$ cat config.mk
export PLATFORM = sky130hd
export DESIGN_NAME = aop_cell
export DESIGN_NICKNAME = d
export VERILOG_FILES = /design/src/rtl/aop_pkg.sv /design/src/rtl/aop_cell.sv
export SDC_FILE = /design/constraint.sdc
export NUM_CORES = 1
export LEC_CHECK = 0
export BUFFER_PORTS_ARGS = -buffer_cell sky130_fd_sc_hd__buf_2
export CAP_MARGIN = 20
export CORE_UTILIZATION = 49
export DETAILED_ROUTE_END_ITERATION = 8
export HOLD_SLACK_MARGIN = 0.12
export PLACE_DENSITY = 0.76
export SLEW_MARGIN = 20
export SYNTH_ARGS = -nofsm -noshare
export SYNTH_HDL_FRONTEND = slang
export SYNTH_SLANG_ARGS = --single-unit
export TNS_END_PERCENT = 50
$ cat constraint.sdc
create_clock -name clk_i -period 7.15 [get_ports clk_i]
set_input_delay 0.715 -clock clk_i [delete_from_list [all_inputs] [get_ports clk_i]]
set_output_delay 0.715 -clock clk_i [all_outputs]
set_load 0.02 [all_outputs]
$ cat src/rtl/aop_pkg.sv
// Package with shared constants, mode codes and control types for the AABB overlap unit.
`timescale 1ns / 1ps

package aop_pkg;

  // Default coordinate width of every edge and movement field.
  localparam int unsigned COORD_BITS = 16;

  // Mode codes carried on the input tuser.
  localparam logic [1:0] MODE_FLAG     = 2'd0;
  localparam logic [1:0] MODE_MIN_AXIS = 2'd1;
  localparam logic [1:0] MODE_WEIGHTED = 2'd2;

  // Control bits that travel with every word down the pipeline.
  typedef struct packed {
    logic valid;
    logic hit;
    logic weight;
    logic neg_x;
    logic neg_y;
  } ctl_t;

endpackage

$ cat src/rtl/aop_cell.sv
// One cell of the weighting chain: decides one quotient bit by incremental squaring.
`timescale 1ns / 1ps

module aop_cell #(
  parameter int unsigned W = aop_pkg::COORD_BITS,
  parameter int unsigned K = 0
) (
  input  logic             clk_i,
  input  logic             en_i,
  input  logic [4*W-1:0]   t_i,
  input  logic [2*W-1:0]   den_i,
  input  logic [4*W-1:0]   s_i,
  input  logic [3*W-1:0]   r_i,
  input  logic [W-1:0]     q_i,
  output logic [4*W-1:0]   t_o,
  output logic [2*W-1:0]   den_o,
  output logic [4*W-1:0]   s_o,
  output logic [3*W-1:0]   r_o,
  output logic [W-1:0]     q_o
);
  import aop_pkg::*;

  localparam int unsigned TW = 4 * W;
  localparam int unsigned RW = 3 * W;

  // With s = q*q*den and r = q*den, setting bit K gives
  // (q + 2^K)^2 * den = s + r * 2^(K+1) + den * 2^(2K).
  logic [TW-1:0] cand;
  logic          take;

  assign cand = s_i + (TW'(r_i) << (K + 1)) + (TW'(den_i) << (2 * K));
  assign take = (cand <= t_i);

  always_ff @(posedge clk_i) begin
    if (en_i) begin
      t_o   <= t_i;
      den_o <= den_i;
      s_o   <= take ? cand : s_i;
      r_o   <= take ? (r_i + (RW'(den_i) << K)) : r_i;
      q_o   <= q_i | (W'(take) << K);
    end
  end

endmodule

# Word-level counts from Yosys, hierarchy flattened
# Cells that the tools add are included.
dict set report word_totals {
  out_inout_bits 224
  register_bits 224
  inputBits 226
  wordCells 12
}
dict set report op_classes {
  n_addsub 3
  n_mux 2
  order_cmp 1
  bitwise_logic 1
}
# op count
set op_table {}
lappend op_table {{adder 64 x 32 -> 64 bit} 1}
lappend op_table {{adder 64 x 49 -> 64 bit} 1}
lappend op_table {{less-or-equal comparator 64 bit} 1}
lappend op_table {{2-to-1 mux 64 bit} 1}
lappend op_table {{adder 48 x 32 -> 48 bit} 1}
lappend op_table {{2-to-1 mux 48 bit} 1}
lappend op_table {{bitwise OR 16 x 1 -> 16 bit} 1}

# Depth between registers and ports, before layout
dict set report logic_depth {
  depth_word 4
  ltp_mapped 25
}

# Least setup slack after synthesis
# Ideal clock, no wire load.
dict set report synth_timing {
  kind {input-to-reg}
  startpoint {input den_i[1]}
  endpoint {register s_o[12] (data pin)}
  cell_stages 23
  n_path_buf 3
  arrival_time_ns 5.475
  slack_ns 1.415
  required_ns 6.890
  cell_sequence {fa_1 > ha_1 > inv_1 > fa_1 > nor2b_1 > o2111ai_1 > a211oi_1 > o311ai_2 > a31oi_1 > a211o_1 > buf_2 > nand2_1 > nor2_1 > xor2_1 > ha_1 > nand4_1 > nor4_1 > nand3_1 > nor4_1 > a21o_1 > buf_12 > buf_2 > mux2_2}
}
dict set report synth_between {
  elab_chain_len 3
}
# element line
set synth_rtl {}
lappend synth_rtl {{start, declared} aop_cell.sv:11} ;# input logic [2*W-1:0] den_i,
lappend synth_rtl {{adder 64 x 32 -> 64 bit *} aop_cell.sv:31} ;# assign cand = s_i + (TW'(r_i) << (K + 1)) + (TW'(den_i) << (2 * K));
lappend synth_rtl {{less-or-equal comparator 64 bit} aop_cell.sv:32} ;# assign take = (cand <= t_i);
lappend synth_rtl {{2-to-1 mux 64 bit *} aop_cell.sv:38} ;# s_o <= take ? cand : s_i;
lappend synth_rtl {{end signal, assigned} aop_cell.sv:38}
lappend synth_rtl {{end, declared} aop_cell.sv:17} ;# output logic [4*W-1:0] s_o,
# Every way passes the cells marked *; elsewhere a longest branch is shown, timed or not.
# A chain may end at the register's enable or synchronous reset.

# Final worst setup path
dict set report layout_timing {
  startpoint {input den_i[1]}
  endpoint {register s_o[63] (data pin)}
}
# Same word-level chain as after synthesis.

==> impl_results.md <==
- Run status: finished clean
- Peak Freq: 0.1576 GHz
- Proportion of netlist area held by the largest area contributor: 42.68%
- Setup Crit Path Kind: in2reg
- CTS clk-pin slew, worst paths: 0.06 ns
- Syn-to-layout area delta: 21.69%
- Routability cong.: 0.9547
- Startpoint Class: input port
- Critical Path AT: 6.63 ns
- DR vias: 13250
- Placed Area: 18330 µm²
- Routed Wire Length: 48160 µm
- Post-Syn Instances: 1428
- Kind of end point of the critical path: register
- Most frequent cells in the layout: buf_2 (448), edfxtp_1 (224), ha_1 (163)
- Hold Crit Class: in2reg
- Clock power share: 27.5%
- First-pass GRT wire length: 73830 µm
- Sw power: 1.743 mW
- CTS Root Cell: clkbuf_16
- Die Y: 181.3 µm
- Total GRT Usage: 29.02%
- Comb power frac: 37.7%
- Final Critical Period: 6.343 ns
- Num rows: 65
- CTS tree: yes
- I/O Buffers: 449
- Detail Route Antenna Nets: 0
- Layout cells sized above 1: 30.35%
- Drt drc: 0
- Ports: 450
- CP max-delay cell: nor4_1
- Synth Cell Area: 15760 µm²
- Max-capacitance violation count: 0
- # nets final: 2292
- Maximum VDD drop: 206.3 µV
- Post-Place Cells: 2244
- Clock sinks: 224
- Tcrit/Tclk final: 88.72%
- Synth area leader: edfxtp_1
- Required @ worst endpoint: 7.43 ns
- Post-cts sizing count: 0
- Bufs on Longest Clock Path: 3
- Drt pass-1 iters: 6
- Vias in the first global route: 13250
- Commonest non-fill, non-tap cell in the layout: buf_2
- # hold bufs at CTS: 0
- DIE WIDTH: 181.3 µm
- Final Hold Fails: 0
- CTS buffer count: 26
- Dpl hpwl: 38820 µm
- Crit-path max FO: 47
- Post-Layout Inst Area: 19180 µm²
- Endpoints failing setup: 0
- Initial DRC Count: 853
- Mapped Nets: 1850
- Yosys warns: 0
- Rel. slew slack: 36.27%
- CP peak stage delay: 0.60 ns
- Leak: 8.575 nW
- Slew of the pin with the lowest slew margin: 0.9560 ns
- Max-slew violations: 0
- Die area: 32880 µm²
- CTS H-tree depth: 1
- Number of synthesized flops with an enable pin: 224
- Hold endpoint: q_o[10]$_DFFE_PP_
- Grt ovf: 0
- Top cells by area, synth: edfxtp_1 (43%), ha_1 (13%), xnor2_1 (4.2%)
- Pint: 3.152 mW
- Vias/cell: 5.781
- Synth async-reset ratio: 0%
- Hold_sp: q_i[10]
- Drt wl/cell: 21.01 µm
- Total setup buffers inserted after CTS: 0
- Main synth FF type: edfxtp_1
- Post-synthesis cell type count: 91
- Initial Util: 49.81%
- Antenna violations before repair: 5
- Core area: 31640 µm²
- RSZ-0062 raised after global routing: false
- FF+latch count, synth: 224
- Flop pwr share: 34.8%
- Hold path cells: 1
- Sw Share: 35.61%
- Avg Cell Area, Syn: 11.04 µm²
- Seq/Total Area, Yosys: 42.68%
- Finished Layout Cells: 2292
- Power density over cell area: 255.3 nW/µm²
- Largest net degree at the start of global routing: 104
- TNS Setup: 0 ns
==> kinds of logic (layout without fill, tap and decap cells) <==
| logic type | after synthesis | count (layout) | synth area share [%] |
|---|---|---|---|
| compound gates | 359 | 359 | 15.10 |
| other cells | 0 | 2 | 0 |
| fa+ha+maj | 196 | 196 | 17.13 |
| flops | 224 | 224 | 42.68 |
| xor+xnor | 119 | 119 | 6.614 |
| buf+inv | 139 | 599 | 4.216 |
| mux | 48 | 48 | 3.438 |
| simple gates | 343 | 343 | 10.81 |
==> cell type report <==
cell class / count / area [µm²]
multi-input cells: 1065 / 8377
flip-flops and latches: 224 / 6726
clock inverters: 13 / 145.1
fillers: 2674 / 12460
clock buffers: 33 / 698.2
well taps: 402 / 503.0
repair buffers: 459 / 2370
inverters: 94 / 352.8
diodes: 2 / 5.005
==> synth_stat cells, types with 7 or more instances <==
master,count
clkbuf_1,13
xor2_1,43
xnor2_1,76
mux2_2,45
o21ai_0,69
ha_1,163
a21oi_1,104
nand2_1,125
and3_1,12
nand4_1,37
buf_2,20
nor2b_1,10
inv_1,94
o21ai_1,13
o21bai_1,14
a31oi_1,16
nand3_1,35
fa_1,33
nor3_1,24
o2111ai_1,7
nor4_1,9
a21o_1,58
nor2_1,55
edfxtp_1,224
o21a_1,8
==> how the worst max path moves through the flow <==
stage	startpoint	end	slack (ns)	cells past startpoint
6_report	den_i[1]	s_o[63]$_DFFE_PP_	0.81	25
5_1_grt	den_i[1]	s_o[63]$_DFFE_PP_	0.38	25
4_1_cts	den_i[1]	s_o[63]$_DFFE_PP_	0.83	25
3_5_place_dp	den_i[1]	s_o[63]$_DFFE_PP_	0.30	25
3_3_place_gp	den_i[1]	s_o[63]$_DFFE_PP_	0.50	25
2_1_floorplan	den_i[1]	s_o[12]$_DFFE_PP_	1.42	23
==> power by group through the flow <==
stage / logic (mW) / registers, mW / clock network (mW)
finish: 1.85 / 1.70 / 1.34
global route: 2.03 / 1.72 / 1.42
CTS: 1.84 / 1.70 / 1.37
detailed placement: 1.83 / 1.73 / 0
global placement: 1.79 / 1.73 / 0
floorplan: 1.03 / 1.94 / 0
==> critical path, delay by kind of cell <==
family | cells | cell delay [ns]
buffers and inverters | 4 | 0.63
adders and majority gates | 4 | 1.45
and+or+nand+nor | 9 | 2.11
AOI/OAI and AO/OA | 6 | 1.47
xor gates and xnor gates | 2 | 0.19
==> sequential cells by signal (all words and copies together) (netlist names) <==
name	cells
den_o	32
q_o	16
r_o	48
s_o	64
t_o	64
==> metrics by stage <==
stage | hold WS [ns] | total power [mW] | setup slack, ns | util (%)
2_1_floorplan | 0.8139 | 2.964 | 1.415 | -
6_report | 0.3569 | 4.896 | 0.8066 | 60.62
3_5_place_dp | 0.8933 | 3.556 | 0.2974 | 57.94
5_1_grt | 0.3247 | 5.161 | 0.3808 | 60.60
3_3_place_gp | 0.8926 | 3.519 | 0.4950 | 57.94
4_1_cts | 0.3280 | 4.911 | 0.8293 | 60.60
==> layer usage <==
layer,track usage (%),share of wire [%],vias to the layer above
met3,5.362,7.3,108
met2,49.98,49,589
li1,-,-,6216
met5,0,0.10,-
met4,9.898,3.2,8
met1,36.52,41,6330
Power figures use the tool's default switching activity.
